## src/sv/hbe_ram.sv

```systemverilog
`timescale 1ns / 1ps
`default_nettype none
// ----------------------------------------------------------------------------
// hbe_ram
// Generic simple dual-port RAM, one write and one registered read per cycle.
// ----------------------------------------------------------------------------
module hbe_ram #(
	parameter int WIDTH = 32,
	parameter int DEPTH = 64
) (
	input  wire logic                     clk,
	input  wire logic                     we,
	input  wire logic [$clog2(DEPTH)-1:0] waddr,
	input  wire logic [WIDTH-1:0]         wdata,
	input  wire logic [$clog2(DEPTH)-1:0] raddr,
	output logic      [WIDTH-1:0]         rdata
);

	logic [WIDTH-1:0] mem [DEPTH];

	always_ff @(posedge clk) begin
		if (we) begin
			mem[waddr] <= wdata;
		end
		rdata <= mem[raddr];
	end

endmodule
`default_nettype wire

```

## config.mk

```make
export PLATFORM = sky130hd
export DESIGN_NAME = hbe_ram
export DESIGN_NICKNAME = d
export VERILOG_FILES = /design/src/sv/hbe_ram.sv
export SDC_FILE = /design/constraint.sdc
export NUM_CORES = 2
export LEC_CHECK = 0
export ABC_AREA = 1
export BUFFER_PORTS_ARGS = -buffer_cell sky130_fd_sc_hd__clkbuf_2
export CAP_MARGIN = 20
export CORE_ASPECT_RATIO = 1.4
export CORE_MARGIN = 2
export CORE_UTILIZATION = 53
export CTS_CLUSTER_SIZE = 12
export DETAILED_ROUTE_END_ITERATION = 12
export PLACE_DENSITY = 0.69
export SYNTH_ARGS = -nofsm -noshare
export SYNTH_HDL_FRONTEND = slang
export SYNTH_SLANG_ARGS = --single-unit
```

## constraint.sdc

```tcl
create_clock -name clk -period 4.9 [get_ports clk]
set_input_delay 0.245 -clock clk [delete_from_list [all_inputs] [get_ports clk]]
set_output_delay 0.245 -clock clk [all_outputs]
set_load 0.01 [all_outputs]
```

==> results.toml <==
[placed_design]
gp_congestion = 0.897
post-place-cells = 8647
placed_area_um2 = 85800
dp_hpwl_um = 126000
post-place-ws_ns = 1.63
port_buffers = 77

[cts]
clk_pin_slew_ns = 0.06
clk_path_buf_depth = 3
h-tree-depth = 4
cts_root_buffer = "clkbuf_16"
cts_sinks = 2080
post_cts_resized = 0
cts_tree = "built"
clock_latency_ns = 0.83
cts_buffers = 194

[setup_path]
r2r_start = "mem[55][17]"
cp-endpoint = "mem[20][26]"
cp.arrival_ns = 2.87
cp-start-kind = "input port"
slowest_stage = "nor2_4"
crit_start = "waddr[0]"
cp.required_ns = 5.33
reg2regPathDepth = 8
timing.rr.end = "rdata[17]"
crit_type = "input port to flip-flop"
crit_path_max_fanout = 32
critical_path.cell_chain = "clkbuf_2, inv_1, nand4_1, nor2_4"
endpoint_kind = "flip-flop"
critPathBufInv = 2
r2r_slack_ns = 2.99
cpLargestDelayFamily = "simple AND/OR/NAND/NOR gates"
critPathMaxStageDelay_ns = 1.18
path_depth = 4

[global_route]
gr-max-usage-layer = "met2"
antenna_found_initial = 12
grt_pass1_vias = 51600
use_met1_pct = 39.1
grt_max_degree = 157
met3_usage_pct = 4.80
gr-usage-met2_pct = 46.3
gr-total-overflow = 0
grt_usage_pct = 29.0
grt_first_pass_wirelength_um = 337000

[logic_synthesis]
ys_seq_area_share_pct = 75.1
avgSynthCellArea_um2 = 12.2
ys_ff_latch = 2080
syn_inst = 6769
yosys.area.top_type_share_pct = 74.3
syn_area_um2 = 82700
synth_cell_type_count = 16
netlist_top_cells_area = "edfxtp_1 74%, nand3_1 12%, nand2_1 10%"
yosysTopAreaCell = "edfxtp_1"
yosysWarnings = 0
synth_nets = 6815

[layout]
drive_gt1_share_pct = 7.77
multi_input_area_um2 = 18800
nets = 6816
area.growth.synth_to_final_pct = 10.4
filler_cell_count = 11800
layout_common_cells = "2248 x nand2_1, 2048 x edfxtp_1, 1907 x nand3_1"
layout.cells.most_common = "nand2_1"
layout.cells.non_filler = 8943
design_area_um2 = 91300
register_area_um2 = 62100

[timing]
setup_tns_ns = 0
report.final.slew_viol_count = 0
worst_pin_slew_ns = 1.14
setup_viol = 0
finalCriticalPeriod_ns = 2.44
setup_slack_ns = 2.46
hold_viol_final = 0
rsz0062_at_grt = "no"
finalCritPeriodShare_pct = 49.8
fmax_ghz = 0.410
holdWs_ns = 0.0134
fin_skew_ns = 0.0236
slew_headroom_pct = 23.5

[hold_path]
hold_class = "input port to flip-flop"

[detailed_routing]
finalWirelength_um = 232000
remaining_drc_errors = 0
drt_pass1_iterations = 6
wire_per_inst_um = 26.0
vias = 54600
vias_per_cell = 6.10
drtAntennaViolNets = 0
drt_iter0_drc = 7379

[job]
cap_violations = 0

[die]
rows = 171
io_pins = 78
start_util_pct = 53.3
coreArea_um2 = 155000
die_x_um = 338
die_y_um = 471
dieArea_um2 = 159000

[run_status]
outcome = "complete, no violations"

[power_and_ir_drop]
irDropWorstVdd_mv = 0.363
cellLeakagePower_nw = 31.9
power_density_nw_per_um2 = 391
## state kept, by name, indices dropped and copies added, names as in the netlist
signal	count
mem	2048
rdata	32
## cells by family after synthesis
family | after synthesis | share of synthesized area [%]
buffers and inverters | 461 | 2.78
and+or+nand+nor | 4228 | 22.1
DFF | 2080 | 75.1
## where the power goes
part | total, W | internal (W) | switching, W
clock network | 0.0136 | 0.00745 | 0.00617
logic | 0.00235 | 0.000543 | 0.00180
registers | 0.0198 | 0.0197 | 0.0000730
## stage by stage
step | utilization, % | total power, W
final | 58.9 | 0.0357
after global routing | 58.9 | 0.0366
after CTS | 58.9 | 0.0358
after detailed placement | 55.3 | 0.0224
after global placement | 55.3 | 0.0224
after floorplan | - | 0.0213
## synth_stat cells
master    count
buf_1        40
buf_2       282
buf_4        45
buf_6         3
buf_8         2
clkbuf_1     77
dfxtp_1      32
edfxtp_1   2048
inv_1         9
inv_2         2
inv_4         1
nand2_1    2248
nand3_1    1907
nand4_1       9
nor2_1       56
nor4_1        8
## what timing repair did
item	in CTS	in global routing
setup buffers	0	0
hold buffers	2	0
endpoints found under the setup margin	0	0
hold endpoints to repair	8	0
## layer usage
layer,vias up,part of all wire (%)
met5,-,0.0099
met4,4,4.7
met3,466,10
met2,3275,48
met1,26800,37
li1,24000,-
## area by class of cell
type | count | share of cell area (%)
clock buffer | 272 | 5.79
timing repair buffer | 254 | 2.47
tap | 2076 | 2.84
multi-input combinational | 4228 | 20.6
clock inverter | 15 | 0.193
antenna | 6 | 0.0164
inverter | 12 | 0.0891
sequential | 2080 | 68.0
## worst min-delay path by stage
| stage | cells past startpoint | end | start |
|---|---|---|---|
| floorplan | 0 | mem[0][0] | wdata[0] |
| global placement | 1 | mem[53][3] | wdata[3] |
| detailed placement | 1 | mem[55][3] | wdata[3] |
| CTS | 1 | mem[56][0] | wdata[0] |
| global route | 1 | mem[59][0] | wdata[0] |
| finish | 1 | mem[56][0] | wdata[0] |
## worst reg2reg max path, stage by stage (launching register included)
cell	delay (ns)
edfxtp_1	0.36
nand2_1	0.07
nand3_1	0.10
nand3_1	0.15
nand3_1	0.14
nand3_1	0.33
nand2_1	0.10
nand2_1	0.38
nand2_1	0.13
Power figures use the tool's default switching activity.
