## src/sv/hbe_pkg.sv

```systemverilog
`timescale 1ns / 1ps
`default_nettype none
// ----------------------------------------------------------------------------
// hbe_pkg
// Shared constants, types and state encoding for the histogram binning engine.
// ----------------------------------------------------------------------------
package hbe_pkg;

	localparam int MAX_SAMPLES = 1024;
	localparam int MAX_BINS    = 64;

	localparam int SADDR_W = $clog2(MAX_SAMPLES);
	localparam int TOTAL_W = SADDR_W + 1;
	localparam int BADDR_W = $clog2(MAX_BINS);
	localparam int BINS_W  = BADDR_W + 1;
	localparam int CNT_W   = TOTAL_W;
	localparam int DATA_W  = 32;
	localparam int CFG_IDX_W = 2;

	// shared divider: dividend, divisor, quotient, step count
	localparam int DIVA_W  = 48;
	localparam int DIVB_W  = 33;
	localparam int DIVQ_W  = 32;
	localparam int STEP_W  = 6;
	localparam int DIVDV_W = DIVB_W + DIVQ_W;

	// square root unit
	localparam int SQV_W = 44;
	localparam int SQR_W = 22;

	localparam logic [STEP_W-1:0] STEPS_WIDTH = 6'd32;
	localparam logic [STEP_W-1:0] STEPS_NBINS = 6'd7;
	localparam logic [STEP_W-1:0] STEPS_BIN   = 6'd6;
	localparam logic [STEP_W-1:0] STEPS_PROP  = 6'd17;
	localparam logic [STEP_W-1:0] STEPS_BAR   = 6'd8;

	localparam logic [DATA_W-1:0] ONE_Q16 = 32'h0001_0000;

	localparam logic [CFG_IDX_W-1:0] REG_BASE  = 2'd0;
	localparam logic [CFG_IDX_W-1:0] REG_WIDTH = 2'd1;
	localparam logic [CFG_IDX_W-1:0] REG_BAR   = 2'd2;

	localparam logic [7:0] BAR_OFF = 8'd0;
	localparam logic [7:0] BAR_RAW = 8'd1;

	typedef struct packed {
		logic              start;
		logic [DIVA_W-1:0] a;
		logic [DIVB_W-1:0] b;
		logic [STEP_W-1:0] steps;
	} div_req_t;

	typedef struct packed {
		logic              done;
		logic              ovf;
		logic [DIVQ_W-1:0] q;
	} div_rsp_t;

	typedef struct packed {
		logic             start;
		logic [SQV_W-1:0] v;
	} sq_req_t;

	typedef struct packed {
		logic             done;
		logic [SQR_W-1:0] r;
	} sq_rsp_t;

	typedef enum logic [4:0] {
		ST_LOAD,
		ST_CHECK,
		ST_SQRT,
		ST_WDIV,
		ST_NBDIV,
		ST_CLEAR,
		ST_BRD,
		ST_BMUL,
		ST_BSTART,
		ST_BDIV,
		ST_BINC,
		ST_SRD,
		ST_SACC,
		ST_ERD,
		ST_EMUL,
		ST_PDIV,
		ST_RDIV,
		ST_XDIV,
		ST_EMIT,
		ST_OUT
	} state_t;

endpackage
`default_nettype wire

```

## src/sv/hbe_div.sv

```systemverilog
`timescale 1ns / 1ps
`default_nettype none
// ----------------------------------------------------------------------------
// hbe_div
// Restoring divider, one quotient bit per cycle, step count set per request.
// ----------------------------------------------------------------------------
module hbe_div (
	input  wire logic              clk,
	input  wire logic              arst_n,
	input  wire hbe_pkg::div_req_t req,
	output hbe_pkg::div_rsp_t      rsp
);
	import hbe_pkg::*;

	logic               run_q;
	logic               done_q;
	logic               ovf_q;
	logic [DIVA_W-1:0]  rem_q;
	logic [DIVDV_W-1:0] dv_q;
	logic [DIVQ_W-1:0]  quo_q;
	logic [STEP_W-1:0]  cnt_q;

	logic [DIVDV_W-1:0] dv_init;
	logic [DIVDV_W-1:0] dv_nxt;
	logic [DIVDV_W-1:0] rem_ext;
	logic               ge;

	assign dv_init = {{DIVQ_W{1'b0}}, req.b} << req.steps;
	assign dv_nxt  = dv_q >> 1;
	assign rem_ext = {{(DIVDV_W - DIVA_W){1'b0}}, rem_q};
	assign ge      = rem_ext >= dv_nxt;

	always_ff @(posedge clk or negedge arst_n) begin
		if (!arst_n) begin
			run_q  <= 1'b0;
			done_q <= 1'b0;
		end else begin
			done_q <= 1'b0;
			if (req.start) begin
				run_q  <= (req.steps != '0);
				done_q <= (req.steps == '0);
			end else if (run_q && cnt_q == STEP_W'(1)) begin
				run_q  <= 1'b0;
				done_q <= 1'b1;
			end
		end
	end

	// quotient overflow: dividend does not fit below divisor << steps
	always_ff @(posedge clk) begin
		if (req.start) begin
			rem_q <= req.a;
			quo_q <= '0;
			dv_q  <= dv_init;
			cnt_q <= req.steps;
			ovf_q <= {{(DIVDV_W - DIVA_W){1'b0}}, req.a} >= dv_init;
		end else if (run_q) begin
			dv_q  <= dv_nxt;
			quo_q <= {quo_q[DIVQ_W-2:0], ge};
			cnt_q <= cnt_q - STEP_W'(1);
			if (ge) begin
				rem_q <= rem_q - dv_nxt[DIVA_W-1:0];
			end
		end
	end

	assign rsp = '{done: done_q, ovf: ovf_q, q: quo_q};

endmodule
`default_nettype wire

```

## config.mk

```make
export PLATFORM = sky130hd
export DESIGN_NAME = hbe_div
export DESIGN_NICKNAME = d
export VERILOG_FILES = /design/src/sv/hbe_pkg.sv /design/src/sv/hbe_div.sv
export SDC_FILE = /design/constraint.sdc
export NUM_CORES = 1
export LEC_CHECK = 0
export BUFFER_PORTS_ARGS = -buffer_cell sky130_fd_sc_hd__buf_2
export CAP_MARGIN = 20
export CORE_AREA = 2 2 182 184
export DETAILED_ROUTE_END_ITERATION = 8
export DIE_AREA = 0 0 184 186
export GPL_ROUTABILITY_DRIVEN = 0
export HOLD_SLACK_MARGIN = 0.02
export SLEW_MARGIN = 20
export SYNTH_ARGS = -nofsm -noshare
export SYNTH_HDL_FRONTEND = slang
export SYNTH_SLANG_ARGS = --single-unit
```

## constraint.sdc

```tcl
create_clock -name clk -period 7.3 [get_ports clk]
set_clock_uncertainty 0.1 [all_clocks]
set_input_delay 0.73 -clock clk [delete_from_list [all_inputs] [get_ports clk]]
set_output_delay 0.73 -clock clk [all_outputs]
set_load 0.02 [all_outputs]
```

==> impl_metrics.ini <==
[finish]
drive_gt1_share_pct = 13.9
diodes = 0
layout.nets = 1696
syn2layout_area_growth_pct = 11.8
final_cell_mix = 189 x nand2_1, 139 x nor2_1, 125 x a21oi_1, 122 x buf_2, 119 x edfxtp_1
final_common_cell = nand2_1

[synthesis]
muxShareOfSynthArea_pct = 13.6
syn_nets = 1628
synth_area_mm2 = 0.0127
postSynthAreaPerCell_um2 = 8.84
synth-seq-area-share_pct = 33.5
ys_ff_latch = 153
synthAdderAreaFrac_pct = 9.80
synth_top_family_by_area = compound AO/OA/AOI/OAI gates
synth_compound_area_share_pct = 18.8
synth_cell_types = 71
yosysWarnings = 0
synth_enable_flop_cells = 119
ys_async_sr_fraction_pct = 1.31
yosys.area_share.simple_pct = 16.3
synth_cells = 1439
synthFlopType = edfxtp_1
synth_xor_area_share_pct = 2.96

[setup_path]
cp_data_required_time_ns = 7.40
critPathKind = input pin to flop
crit_fanout = 30
worstPathArrival_ns = 5.29
endpoint_kind = flop
r2r_cells = 13
worstSetupStartpointType = input pin
r2r_slack_ns = 2.49

[route]
wl_per_cell_um = 19.8
drc = 0
vias = 11300
first_pass_iters = 5
finalWirelength_mm = 38.2
viasPerCell = 5.87
drt_iter0_drc = 1145
drtAntennaViolNets = 0

[clock_network]
cts_tree = done
clk_pin_slew_worst_paths_ns = 0.08
cts_root_buf = clkbuf_16
htree_levels = 4
clockBufferDepth = 2
cts_resized = 0
insertion_delay_ns = 0.45
cts_buffers = 17
clock-sinks = 153

[outcome]
status = completed

[pwr]
pwr-share-seq_pct = 32.7
switchingPower_mw = 1.35
vdd_drop_max_uv = 209
leakage_nw = 6.17
switching_share_pct = 39.0
clkPwrFrac_pct = 26.3
combPwrFrac_pct = 40.9
p_int_mw = 2.12
power.density_cell_area_mw_per_mm2 = 244

[floorplanning]
die_x_um = 184
rows = 66
fp.dieH_um = 186
core-area_mm2 = 0.0322
ios = 124
die_area_mm2 = 0.0342
initial_utilization_pct = 39.5

[run]
drv_cap = 0

[grt]
gr-max-usage-layer = met2
met2_usage_pct = 35.1
grt_pass1_wl_mm = 59.2
antenna_found_initial = 0
grt_usage_pct = 22.4
use_met3_pct = 3.11
grt_use_met1_pct = 31.1
first_global_vias = 10500
grt_max_degree = 94
grt_overflow_total = 0

[timing]
rsz0062_at_grt = no
setup_violations = 0
setup_tns_ns = 0
whs_ns = 0.402
finalHoldViolations = 0
fmax_mhz = 193
slew_violations = 0
fin_ws_ns = 2.11
relSlewSlack_pct = 30.8
worstMarginPinSlew_ns = 1.04
finalCritPeriodShare_pct = 71.1
fin_crit_ns = 5.19

[place]
hpwl_mm = 29.6
pre_cts_ws_ns = 1.77
port_buffers = 123

[worst_hold_path]
hold_depth = 2
min_path_type = flop to flop
synth_stat cells (5+ instances only):
library cell	instances	area, um^2
xor2_1	21	184
and3_1	5	31.3
o21a_1	8	60.1
o22ai_1	7	43.8
or2_2	8	50.1
mux4_2	12	270
mux2_2	14	158
clkbuf_1	63	236
a31oi_1	12	75.1
edfxtp_1	119	3570
ha_1	98	1230
nor2b_1	9	56.3
inv_1	71	267
a21oi_1	125	626
nor2_1	139	522
nor4_1	6	37.5
mux2i_1	88	881
o21ai_0	101	505
buf_2	7	35.0
buf_1	10	37.5
o21bai_1	12	90.1
o211ai_1	7	52.6
nor3_1	14	70.1
a211oi_1	8	60.1
a21o_1	37	278
mux4_1	16	420
a221oi_1	8	70.1
o2111ai_1	5	43.8
xnor2_1	22	193
nand4_1	26	163
and2_1	5	31.3
dfxtp_1	32	641
nand3_1	35	175
or3_1	6	37.5
nand2b_1	12	75.1
o31ai_1	10	75.1
nand2_1	189	709
a22oi_1	8	60.1
path summary, 6_finish.rpt:
kind	from	endpoint
max in group asynchronous	arst_n	run_q$_DFFE_PN0P_
hold reg to reg	quo_q[31]$_SDFFE_PP0P_	quo_q[31]$_SDFFE_PP0P_
setup / recovery	req[2]	ovf_q$_DFFE_PP_
setup reg to reg	dv_q[1]$_DFFE_PP_	rem_q[28]$_DFFE_PP_
hold / removal	quo_q[31]$_SDFFE_PP0P_	quo_q[31]$_SDFFE_PP0P_
min in group asynchronous	arst_n	run_q$_DFFE_PN0P_
power by group through the flow:
stage / Clock, mW / Combinational [mW] / Sequential, mW
after global placement: 0 / 1.37 / 1.15
final: 0.913 / 1.42 / 1.13
after CTS: 0.926 / 1.39 / 1.14
after floorplan: 0 / 1.04 / 1.13
after detailed placement: 0 / 1.39 / 1.15
after global routing: 0.960 / 1.57 / 1.15
layout make-up:
class                   count  area [um^2]
clock buffers              18          450
fillers                  3180        18000
well taps                 408          510
flip-flops and latches    153         4270
inverters                  74          278
clock inverters            14          148
repair buffers            135          754
multi-input cells        1126         7810
worst max-delay path, cell delays in order:
cell	delay [ns]
buf_2	0.39
clkinv_1	0.93
mux2_2	0.61
o21ai_0	0.21
o22ai_1	0.12
a21oi_1	0.30
ha_1	0.31
nand4_1	0.15
a21oi_1	0.08
a211o_1	0.26
a41o_1	0.24
o21ai_0	0.25
nand3_1	0.13
a221oi_1	0.26
o2111ai_1	0.13
nor4b_2	0.18
metrics by stage:
stage                     instances  utilization (%)  area, um^2  total power [mW]
after CTS                      1928             44.2       14200              3.46
after global routing           1928             44.2       14200              3.68
after global placement         1893             42.1       13600              2.52
after floorplan                1439                -       12700              2.17
after detailed placement       1895             42.3       13600              2.54
final                          1928             44.2       14200              3.47
routing by layer:
| layer | vias to the layer above | wire, um | part of all wire [%] |
|---|---|---|---|
| met3 | 85 | 2310 | 6.0 |
| met4 | 0 | 1400 | 3.7 |
| met5 | - | 0 | 0 |
| met2 | 452 | 17100 | 45 |
| met1 | 5324 | 17400 | 46 |
| li1 | 5450 | - | - |
registers in the layout, indices dropped and copies added, names as in the netlist:
| name | cells |
|---|---|
| quo_q | 32 |
| run_q | 1 |
| rem_q | 48 |
| done_q | 1 |
| cnt_q | 6 |
| ovf_q | 1 |
| dv_q | 64 |
cell families after synthesis:
kind of cell,count (synthesis)
and+or+nand+nor,467
AOI/OAI and AO/OA,387
buffers and inverters,160
DFF,153
muxes,130
adders and majority gates,99
xor gates and xnor gates,43
repair_timing:
item                      CTS  global route
hold buffers                1             0
hold endpoints to repair    2             0
buffers inserted            0             0
Note: power is estimated with default switching activity, not from simulation.
