### src/sv/hbe_pkg.sv
`timescale 1ns / 1ps
`default_nettype none
// ----------------------------------------------------------------------------
// hbe_pkg
// Shared constants, types and state encoding for the histogram binning engine.
// ----------------------------------------------------------------------------
package hbe_pkg;

	localparam int MAX_SAMPLES = 1024;
	localparam int MAX_BINS    = 64;

	localparam int SADDR_W = $clog2(MAX_SAMPLES);
	localparam int TOTAL_W = SADDR_W + 1;
	localparam int BADDR_W = $clog2(MAX_BINS);
	localparam int BINS_W  = BADDR_W + 1;
	localparam int CNT_W   = TOTAL_W;
	localparam int DATA_W  = 32;
	localparam int CFG_IDX_W = 2;

	// shared divider: dividend, divisor, quotient, step count
	localparam int DIVA_W  = 48;
	localparam int DIVB_W  = 33;
	localparam int DIVQ_W  = 32;
	localparam int STEP_W  = 6;
	localparam int DIVDV_W = DIVB_W + DIVQ_W;

	// square root unit
	localparam int SQV_W = 44;
	localparam int SQR_W = 22;

	localparam logic [STEP_W-1:0] STEPS_WIDTH = 6'd32;
	localparam logic [STEP_W-1:0] STEPS_NBINS = 6'd7;
	localparam logic [STEP_W-1:0] STEPS_BIN   = 6'd6;
	localparam logic [STEP_W-1:0] STEPS_PROP  = 6'd17;
	localparam logic [STEP_W-1:0] STEPS_BAR   = 6'd8;

	localparam logic [DATA_W-1:0] ONE_Q16 = 32'h0001_0000;

	localparam logic [CFG_IDX_W-1:0] REG_BASE  = 2'd0;
	localparam logic [CFG_IDX_W-1:0] REG_WIDTH = 2'd1;
	localparam logic [CFG_IDX_W-1:0] REG_BAR   = 2'd2;

	localparam logic [7:0] BAR_OFF = 8'd0;
	localparam logic [7:0] BAR_RAW = 8'd1;

	typedef struct packed {
		logic              start;
		logic [DIVA_W-1:0] a;
		logic [DIVB_W-1:0] b;
		logic [STEP_W-1:0] steps;
	} div_req_t;

	typedef struct packed {
		logic              done;
		logic              ovf;
		logic [DIVQ_W-1:0] q;
	} div_rsp_t;

	typedef struct packed {
		logic             start;
		logic [SQV_W-1:0] v;
	} sq_req_t;

	typedef struct packed {
		logic             done;
		logic [SQR_W-1:0] r;
	} sq_rsp_t;

	typedef enum logic [4:0] {
		ST_LOAD,
		ST_CHECK,
		ST_SQRT,
		ST_WDIV,
		ST_NBDIV,
		ST_CLEAR,
		ST_BRD,
		ST_BMUL,
		ST_BSTART,
		ST_BDIV,
		ST_BINC,
		ST_SRD,
		ST_SACC,
		ST_ERD,
		ST_EMUL,
		ST_PDIV,
		ST_RDIV,
		ST_XDIV,
		ST_EMIT,
		ST_OUT
	} state_t;

endpackage
`default_nettype wire

### src/sv/hbe_sqrt.sv
`timescale 1ns / 1ps
`default_nettype none
// ----------------------------------------------------------------------------
// hbe_sqrt
// Integer square root, one result bit per cycle (digit-by-digit method).
// ----------------------------------------------------------------------------
module hbe_sqrt (
	input  wire logic             clk,
	input  wire logic             arst_n,
	input  wire hbe_pkg::sq_req_t req,
	output hbe_pkg::sq_rsp_t      rsp
);
	import hbe_pkg::*;

	localparam logic [SQV_W-1:0] BIT_TOP = {2'b01, {(SQV_W - 2){1'b0}}};

	logic             run_q;
	logic             done_q;
	logic [SQV_W-1:0] v_q;
	logic [SQV_W-1:0] r_q;
	logic [SQV_W-1:0] bit_q;
	logic [SQV_W-1:0] trial;

	assign trial = r_q + bit_q;

	always_ff @(posedge clk or negedge arst_n) begin
		if (!arst_n) begin
			run_q  <= 1'b0;
			done_q <= 1'b0;
		end else begin
			done_q <= 1'b0;
			if (req.start) begin
				run_q <= 1'b1;
			end else if (run_q && bit_q[0]) begin
				run_q  <= 1'b0;
				done_q <= 1'b1;
			end
		end
	end

	always_ff @(posedge clk) begin
		if (req.start) begin
			v_q   <= req.v;
			r_q   <= '0;
			bit_q <= BIT_TOP;
		end else if (run_q) begin
			bit_q <= bit_q >> 2;
			if (v_q >= trial) begin
				v_q <= v_q - trial;
				r_q <= (r_q >> 1) + bit_q;
			end else begin
				r_q <= r_q >> 1;
			end
		end
	end

	assign rsp = '{done: done_q, r: r_q[SQR_W-1:0]};

endmodule
`default_nettype wire

### config.mk
export PLATFORM = sky130hd
export DESIGN_NAME = hbe_sqrt
export DESIGN_NICKNAME = d
export VERILOG_FILES = /design/src/sv/hbe_pkg.sv /design/src/sv/hbe_sqrt.sv
export SDC_FILE = /design/constraint.sdc
export NUM_CORES = 1
export LEC_CHECK = 0
export BUFFER_PORTS_ARGS = -buffer_cell sky130_fd_sc_hd__buf_2
export CORE_AREA = 2 2 145 133
export CTS_CLUSTER_SIZE = 12
export DETAILED_ROUTE_END_ITERATION = 8
export DIE_AREA = 0 0 147 135
export PLACE_DENSITY = 0.76
export SKIP_LAST_GASP = 1
export SLEW_MARGIN = 10
export SYNTH_ARGS = -nofsm -noshare
export SYNTH_HDL_FRONTEND = slang
export SYNTH_SLANG_ARGS = --single-unit
### constraint.sdc
create_clock -name clk -period 7.83 [get_ports clk]
set_input_delay 2.349 -clock clk [delete_from_list [all_inputs] [get_ports clk]]
set_output_delay 2.349 -clock clk [all_outputs]
set_load 0.01 [all_outputs]
==> results of run 1 <==
==> final timing paths <==
check | from | endpoint | slack, ps | depth (start not counted)
max in group asynchronous | arst_n | run_q$_DFFE_PN0P_ | 5960 | 1
worst max register to register | r_q[2]$_SDFFE_PP0P_ | r_q[34]$_SDFFE_PP0P_ | 1720 | 21
worst min register to register | r_q[0]$_SDFFE_PP0P_ | r_q[0]$_SDFFE_PP0P_ | 520 | 2
worst min-delay path | r_q[0]$_SDFFE_PP0P_ | r_q[0]$_SDFFE_PP0P_ | 520 | 2
min in group asynchronous | arst_n | run_q$_DFFE_PN0P_ | 1760 | 1
worst max-delay path | r_q[2]$_SDFFE_PP0P_ | r_q[34]$_SDFFE_PP0P_ | 1720 | 21
==> logic make-up (layout without fill, tap and decap cells) <==
logic type,count (synthesis),in the layout
compound gates,406,406
xor+xnor,93,93
fa+ha+maj,91,91
buf+inv,115,120
flops,112,112
mux,40,40
simple gates,391,391
==> layout by cell type, fill, tap and decap left out, types with 6 or more instances in the layout <==
cell type and count:
nand2_1 126, o21ai_0 113, nor2_1 112, ha_1 90, a21oi_1 72, buf_2 68
dfxtp_1 66, xor2_1 47, xnor2_1 46, a31oi_1 44, edfxtp_1 44, a21o_1 34
mux2i_1 32, inv_1 29, nand4_1 29, nor3_1 27, or3_1 25, nand3_1 21
a311oi_1 20, a211oi_1 14, o31ai_1 13, o21bai_1 11, clkbuf_16 10, nor2b_1 9
o21ai_1 8, and2_1 7, o21a_1 7, and3_1 7, a221oi_1 7, mux2_2 7
and4_1 6, o211ai_1 6, a21boi_0 6, a311o_1 6, buf_4 6
==> registers in the layout (all words and copies together), names as in the netlist <==
register	count
v_q	44
bit_q	22
done_q	1
run_q	1
r_q	44
==> tightest hold or removal path, cell delays in order (launching register included) <==
cell      delay [ps]
dfxtp_1          330
nor2_1            90
a211oi_1          50
==> layer usage <==
metal / routed length (um) / GRT usage / up-vias
met5: 0 / 0 / -
met4: 418 / 0.06571 / 0
met3: 1226 / 0.04831 / 36
met2: 12160 / 0.4457 / 232
met1: 11670 / 0.3314 / 4215
li1: - / - / 4650
==> where the power goes <==
| group | total (uW) | internal, uW | switching, uW |
|---|---|---|---|
| clock network | 468 | 245 | 223 |
| registers | 874 | 806 | 68.2 |
| logic | 1880 | 721 | 1160 |
| total | 3220 | 1770 | 1450 |
==> cell type report <==
cell class | count | area [um^2] | share of cell area
well taps | 245 | 306.5 | 0.02883
inverters | 30 | 112.6 | 0.01059
multi-input cells | 1021 | 6844 | 0.6437
repair buffers | 74 | 385.4 | 0.03624
clock buffers | 14 | 275.3 | 0.02589
clock inverters | 2 | 12.51 | 0.001177
flip-flops and latches | 112 | 2696 | 0.2536
==> stage by stage <==
step	power [uW]	cells	setup slack, ps	util	hold slack, ps
6_report	3217	1498	1723	0.5833	515.5
5_1_grt	3458	1498	1273	0.5833	575.9
4_1_cts	3203	1498	1796	0.5833	518.5
3_5_place_dp	2725	1482	1839	0.5675	504.1
3_3_place_gp	2704	1482	1964	0.5675	492.4
2_1_floorplan	2368	1248	6.619	-	473.6
==> results.py, run 1 <==
metrics = {
    "worst_setup_path": {
        "required_time_of_the_worst_setup_path_ps": 8090,
        "critPathMaxStageDelay_ps": 630,
        "start_kind": "flip-flop",
        "cp.buffers_inverters": 1,
        "worst-endpoint-arrival_ps": 6370,
        "critical-path-top-delay-family": "compound AO/OA/AOI/OAI gates",
        "crit_path_end_kind": "flip-flop",
        "critical_path.slowest_cell": "o21ba_2",
        "worstPathCellList": "ha_1 > a31oi_1 > o21a_1 > nor4_1 > or3_1 > a21o_1 > o21ai_1 > o21bai_1 > a31oi_1 > xor2_1 > ha_1 > a21o_1 > a21o_1 > a21oi_1 > o31ai_1 > nor3_1 > o31a_1 > o21ba_2 > buf_4 > o21ai_0 > a221oi_1",
        "crit_top_cell": "a21o_1",
        "crit_path_class": "reg2reg",
        "critical_path_peak_fanout": 45,
    },
    "logic_synthesis": {
        "synthMuxAreaShare": 0.04070,
        "yosys.area_share.xor_xnor": 0.08078,
        "synth_top_family_by_area": "compound AO/OA/AOI/OAI gates",
        "synth_nets": 1386,
        "netlist_area_mm2": 0.01008,
        "synth-compound-area-share": 0.2616,
        "netlist.top_cell.by_area": "dfxtp_1",
        "yosysSeqAreaShare": 0.2670,
        "simple_gate_share_of_the_synthesized_area": 0.1809,
        "synth_flop_cell": "dfxtp_1",
        "synth_enable_flop_cells": 44,
        "synthArstFlopShare": 0.01786,
        "synth.avg_cell_area_um2": 8.080,
        "yosys.cell_count.top_type": "nand2_1",
        "post_synth_inst_count": 1248,
        "post_synth_fa_ha_maj_area_fraction": 0.1137,
        "synth_area_leaders": "dfxtp_1, edfxtp_1, ha_1, o21ai_0, nand2_1",
        "synth_seq_cells": 112,
        "synthDominantCellAreaShare": 0.1310,
        "synthTopCellsByCount": "nand2_1, o21ai_0, nor2_1",
        "synth.yosys.warnings": 0,
        "synth.distinct_cells": 72,
    },
    "floorplan": {
        "coreArea_mm2": 0.01823,
        "fp.dieH_um": 135,
        "die_x_um": 147,
        "placement_rows": 47,
        "floorplan.io_pins": 70,
        "initial_utilization": 0.5531,
        "die_area_mm2": 0.01985,
    },
    "layout": {
        "layout_cells_sized_above_1": 0.09577,
        "diodes": 0,
        "n_fill_cell": 1701,
        "final_area_mm2": 0.01063,
        "number_of_nets_in_the_layout": 1386,
        "syn2layout_area_growth_pct": 5.447,
    },
    "worst_hold_path": {
        "hold_path.class": "reg2reg",
    },
    "timing": {
        "unrepaired_setup_endpoints_after_global_routing": "no",
        "max_slew_margin": 0.2592,
        "final_hold_vio_count": 0,
        "setup_viol_count_final": 0,
        "maxSlewViolCount": 0,
        "min_period_over_period": 0.7800,
        "timing.setup.tns_ps": 0,
        "finClkSkew_ps": 8.489,
        "transition_time_of_the_tightest_slew_check_pin_ps": 1111,
        "achievable-frequency_mhz": 163.7,
        "time_the_worst_path_needs_with_i_o_delays_and_setup_ps": 6107,
    },
    "grt": {
        "grt_overflow": 0,
        "grt_max_degree": 100,
        "first_global_vias": 8513,
        "antenna_violations_before_repair": 0,
        "grt_pass1_wl_um": 41950,
        "grtUsageTotal": 0.2569,
    },
    "drt": {
        "drt-vias-per-instance": 6.097,
        "avgRoutedWirePerCell_um": 17.00,
        "drc_errors": 0,
        "drtAntennaViolNets": 0,
        "drt-initial-drc-count": 690,
        "total_via_count_in_the_routed_design": 9133,
        "dr.pass1.iters": 7,
        "route.final.wire_length_um": 25470,
    },
    "clocking": {
        "cts_buffers": 9,
        "h-tree-depth": 3,
        "worstSkewPairLatency_ps": 360,
        "cts_tree": "built",
        "cts_hold_buf": 0,
        "clock_sink_count": 112,
        "cts.reportedPaths.clkPinSlew_ps": 80,
        "cts-root-buf": "clkbuf_16",
        "clock_tree.buffer_depth": 2,
        "cts_resized": 0,
        "post-cts-setup-buffer-count": 0,
    },
    "placement": {
        "dp.final_hpwl_um": 19020,
        "io_buffer_count": 69,
        "gp_congestion": 0.9318,
        "placedInstanceArea_mm2": 0.01034,
    },
    "power": {
        "vdd_ir_drop_max_uv": 171.6,
        "powerDensity_mw_per_mm2": 302.6,
        "leakagePower_uw": 0.004335,
    },
    "run": {
        "cap_violations": 0,
    },
    "outcome": {
        "outcome": "completed",
    },
}
(Power assumes the default switching activity.)
==> run 2, diff against run 1 <==
- ABC_AREA: unset -> 1
- CORE_AREA: 2 2 145 133 -> 2 2 160 146
- DIE_AREA: 0 0 147 135 -> 0 0 162 148
- PLACE_DENSITY: 0.76 -> 0.77
- clock period: 7.83 -> 5.45 ns (I/O delays scaled with it)
==> results.py, run 2 <==
metrics = {
    "outcome": {
        "outcome": "completed",
    },
    "timing": {
        "final_hold_vio_count": 0,
        "setup_viol_count_final": 0,
        "transition_time_of_the_tightest_slew_check_pin_ps": 1203,
        "unrepaired_setup_endpoints_after_global_routing": "no",
        "achievable-frequency_mhz": 201.2,
        "timing.setup.tns_ps": 0,
        "min_period_over_period": 0.9121,
        "time_the_worst_path_needs_with_i_o_delays_and_setup_ps": 4971,
        "max_slew_margin": 0.1982,
        "maxSlewViolCount": 0,
        "finClkSkew_ps": 11.72,
    },
    "logic_synthesis": {
        "synth.distinct_cells": 51,
        "netlist.top_cell.by_area": "nand2_1",
        "synth.avg_cell_area_um2": 5.925,
        "yosysSeqAreaShare": 0.2118,
        "synth_enable_flop_cells": 44,
        "yosys.cell_count.top_type": "nand2_1",
        "synth_flop_cell": "dfxtp_1",
        "synth_nets": 2284,
        "synthArstFlopShare": 0.01786,
        "synth_area_leaders": "nand2_1, dfxtp_1, edfxtp_1, ha_1, nand3_1",
        "synthTopCellsByCount": "nand2_1, nor2_1, inv_1",
        "synthDominantCellAreaShare": 0.2102,
        "post_synth_inst_count": 2146,
        "synth_seq_cells": 112,
        "netlist_area_mm2": 0.01271,
        "synth.yosys.warnings": 0,
    },
    "floorplan": {
        "fp.dieH_um": 148,
        "coreArea_mm2": 0.02225,
        "die_area_mm2": 0.02398,
        "die_x_um": 162,
        "placement_rows": 52,
        "floorplan.io_pins": 70,
        "initial_utilization": 0.5714,
    },
    "drt": {
        "dr.pass1.iters": 6,
        "total_via_count_in_the_routed_design": 14190,
        "drtAntennaViolNets": 0,
        "drt-initial-drc-count": 1615,
        "drt-vias-per-instance": 5.748,
        "avgRoutedWirePerCell_um": 17.84,
        "drc_errors": 0,
        "route.final.wire_length_um": 44030,
    },
    "worst_setup_path": {
        "worstPathCellList": "ha_1 > ha_1 > nand2_1 > a21oi_2 > nand3_1 > nand2_1 > a21boi_1 > o21ai_0 > nand2_1 > nand2_1 > xor2_1 > ha_1 > inv_2 > nor3_2 > inv_1 > nor2_1 > nand2_1 > nand2_1 > nor2_4 > nand2_8 > buf_4 > nand3_1 > nand2_1 > a21oi_1",
        "required_time_of_the_worst_setup_path_ps": 5660,
        "critical_path.slowest_cell": "o21ai_0",
        "start_kind": "flip-flop",
        "rr_worst_depth": 24,
        "worst-endpoint-arrival_ps": 5190,
        "crit_path_class": "reg2reg",
        "crit_path_end_kind": "flip-flop",
        "critPathMaxStageDelay_ps": 570,
        "critical_path_peak_fanout": 44,
        "crit_top_cell": "nand2_1",
    },
    "layout": {
        "syn2layout_area_growth_pct": 6.022,
        "diodes": 0,
        "number_of_nets_in_the_layout": 2304,
        "most-common-layout-cells": "nand2_1, nor2_1, inv_1, nand3_1, a21oi_1",
        "fin_util": 0.6058,
        "largest_registers_in_the_final_layout": "r_q: 44 flops, v_q: 44 flops, bit_q: 22 flops",
        "layout_cells_sized_above_1": 0.06679,
        "layout_commonest_cell": "nand2_1",
    },
    "grt": {
        "first_global_vias": 12630,
        "grt_overflow": 0,
        "grt_max_degree": 66,
        "grtUsageTotal": 0.3638,
        "grt_pass1_wl_um": 68780,
        "antenna_violations_before_repair": 0,
    },
    "clocking": {
        "h-tree-depth": 3,
        "cts_buffers": 9,
        "clock_tree.buffer_depth": 2,
        "cts_resized": 0,
        "cts.reportedPaths.clkPinSlew_ps": 80,
        "cts-root-buf": "clkbuf_16",
        "cts_hold_buf": 0,
        "worstSkewPairLatency_ps": 360,
        "post-cts-setup-buffer-count": 0,
        "cts_tree": "built",
        "clock_sink_count": 112,
    },
    "power": {
        "leakagePower_uw": 0.006083,
        "vdd_ir_drop_max_uv": 461.0,
        "powerDensity_mw_per_mm2": 528.7,
    },
    "worst_hold_path": {
        "hold_path.class": "reg2reg",
        "hold-path-cell-count": 2,
    },
    "run": {
        "cap_violations": 0,
    },
    "placement": {
        "io_buffer_count": 69,
        "dp.final_hpwl_um": 34820,
        "gp_congestion": 1.022,
    },
}
==> run 2: cell count changes in the layout (fill, tap and decap cells not counted), sizes merged, moves of 14 or more <==
cell    before  now
nand3b       0   19
a311oi      20    0
inv         29  230
nand2      128  718
nor2       112  243
a21o        34    8
nand3       21  186
or3         25    0
a31oi       44    8
a21oi       73  144
a211oi      14    0
mux2i       32    0
==> run 2: critical path: cells and delay by family, from the launching register on <==
family          cells  cell delay, ps
flops               1             390
simple gates       13            1760
compound gates      4            1140
buf+inv             3             680
fa+ha+maj           3             740
xor+xnor            1              90
==> run 2: logic make-up (layout without fill, tap and decap cells) <==
| kind of cell | after synthesis | after routing | share of synthesized area |
|---|---|---|---|
| XOR/XNOR | 71 | 71 | 0.04891 |
| flip-flops | 112 | 112 | 0.2118 |
| AO/OA/AOI/OAI | 311 | 311 | 0.1322 |
| AND/OR/NAND/NOR | 1254 | 1254 | 0.4163 |
| adder cells (fa/ha/maj) | 91 | 91 | 0.09014 |
| buffers and inverters | 307 | 332 | 0.1008 |
==> run 2: cell type report <==
class                           instances  area (um^2)
Fill cell                            2293         8771
Multi-Input combinational cell       1727         8743
Sequential cell                       112         2694
Inverter                              229        859.6
Timing Repair Buffer                   87        520.5
Tap cell                              297        371.6
Clock buffer                           10        229.0
Clock inverter                          6        62.56
==> run 2: power breakdown <==
group	internal [uW]	leakage (uW)	total (uW)	switching, uW
combinational	1710	0.00492	4900	3190
sequential	1260	0.00102	1550	291
clock	323	0.000142	681	358
==> run 2: path summary, 6_finish.rpt <==
path | start | to | slack, ps
min in group asynchronous | arst_n | run_q$_DFFE_PN0P_ | 1040
max | bit_q[0]$_SDFFE_PP0P_ | r_q[34]$_SDFFE_PP0P_ | 480
min reg2reg | bit_q[0]$_SDFFE_PP0P_ | done_q$_DFF_PN0_ | 490
min | bit_q[0]$_SDFFE_PP0P_ | done_q$_DFF_PN0_ | 490
max reg2reg | bit_q[0]$_SDFFE_PP0P_ | r_q[34]$_SDFFE_PP0P_ | 480
max in group asynchronous | arst_n | run_q$_DFFE_PN0P_ | 4300
==> run 2: metrics by stage <==
step | hold slack, ps | worst slack (ps) | power (uW) | cells | instance area [um^2]
detailed placement | 481.5 | 591.5 | 6328 | 2452 | 13190
global placement | 474.9 | 735.3 | 6233 | 2452 | 13190
CTS | 491.6 | 572.9 | 7030 | 2468 | 13480
floorplan | 452.3 | 889.5 | 5119 | 2146 | 12710
finish | 490.6 | 479.1 | 7127 | 2468 | 13480
global route | 528.4 | 155.1 | 7728 | 2468 | 13480
==> run 2: metal layers <==
layer / wire length, um / part of all wire / up-vias / GRT usage
li1: - / - / 7021 / -
met1: 19580 / 0.44 / 6413 / 0.5301
met2: 18580 / 0.42 / 699 / 0.5566
met4: 716 / 0.016 / 0 / 0.06637
met5: 0 / 0 / - / 0
met3: 5160 / 0.12 / 52 / 0.07912
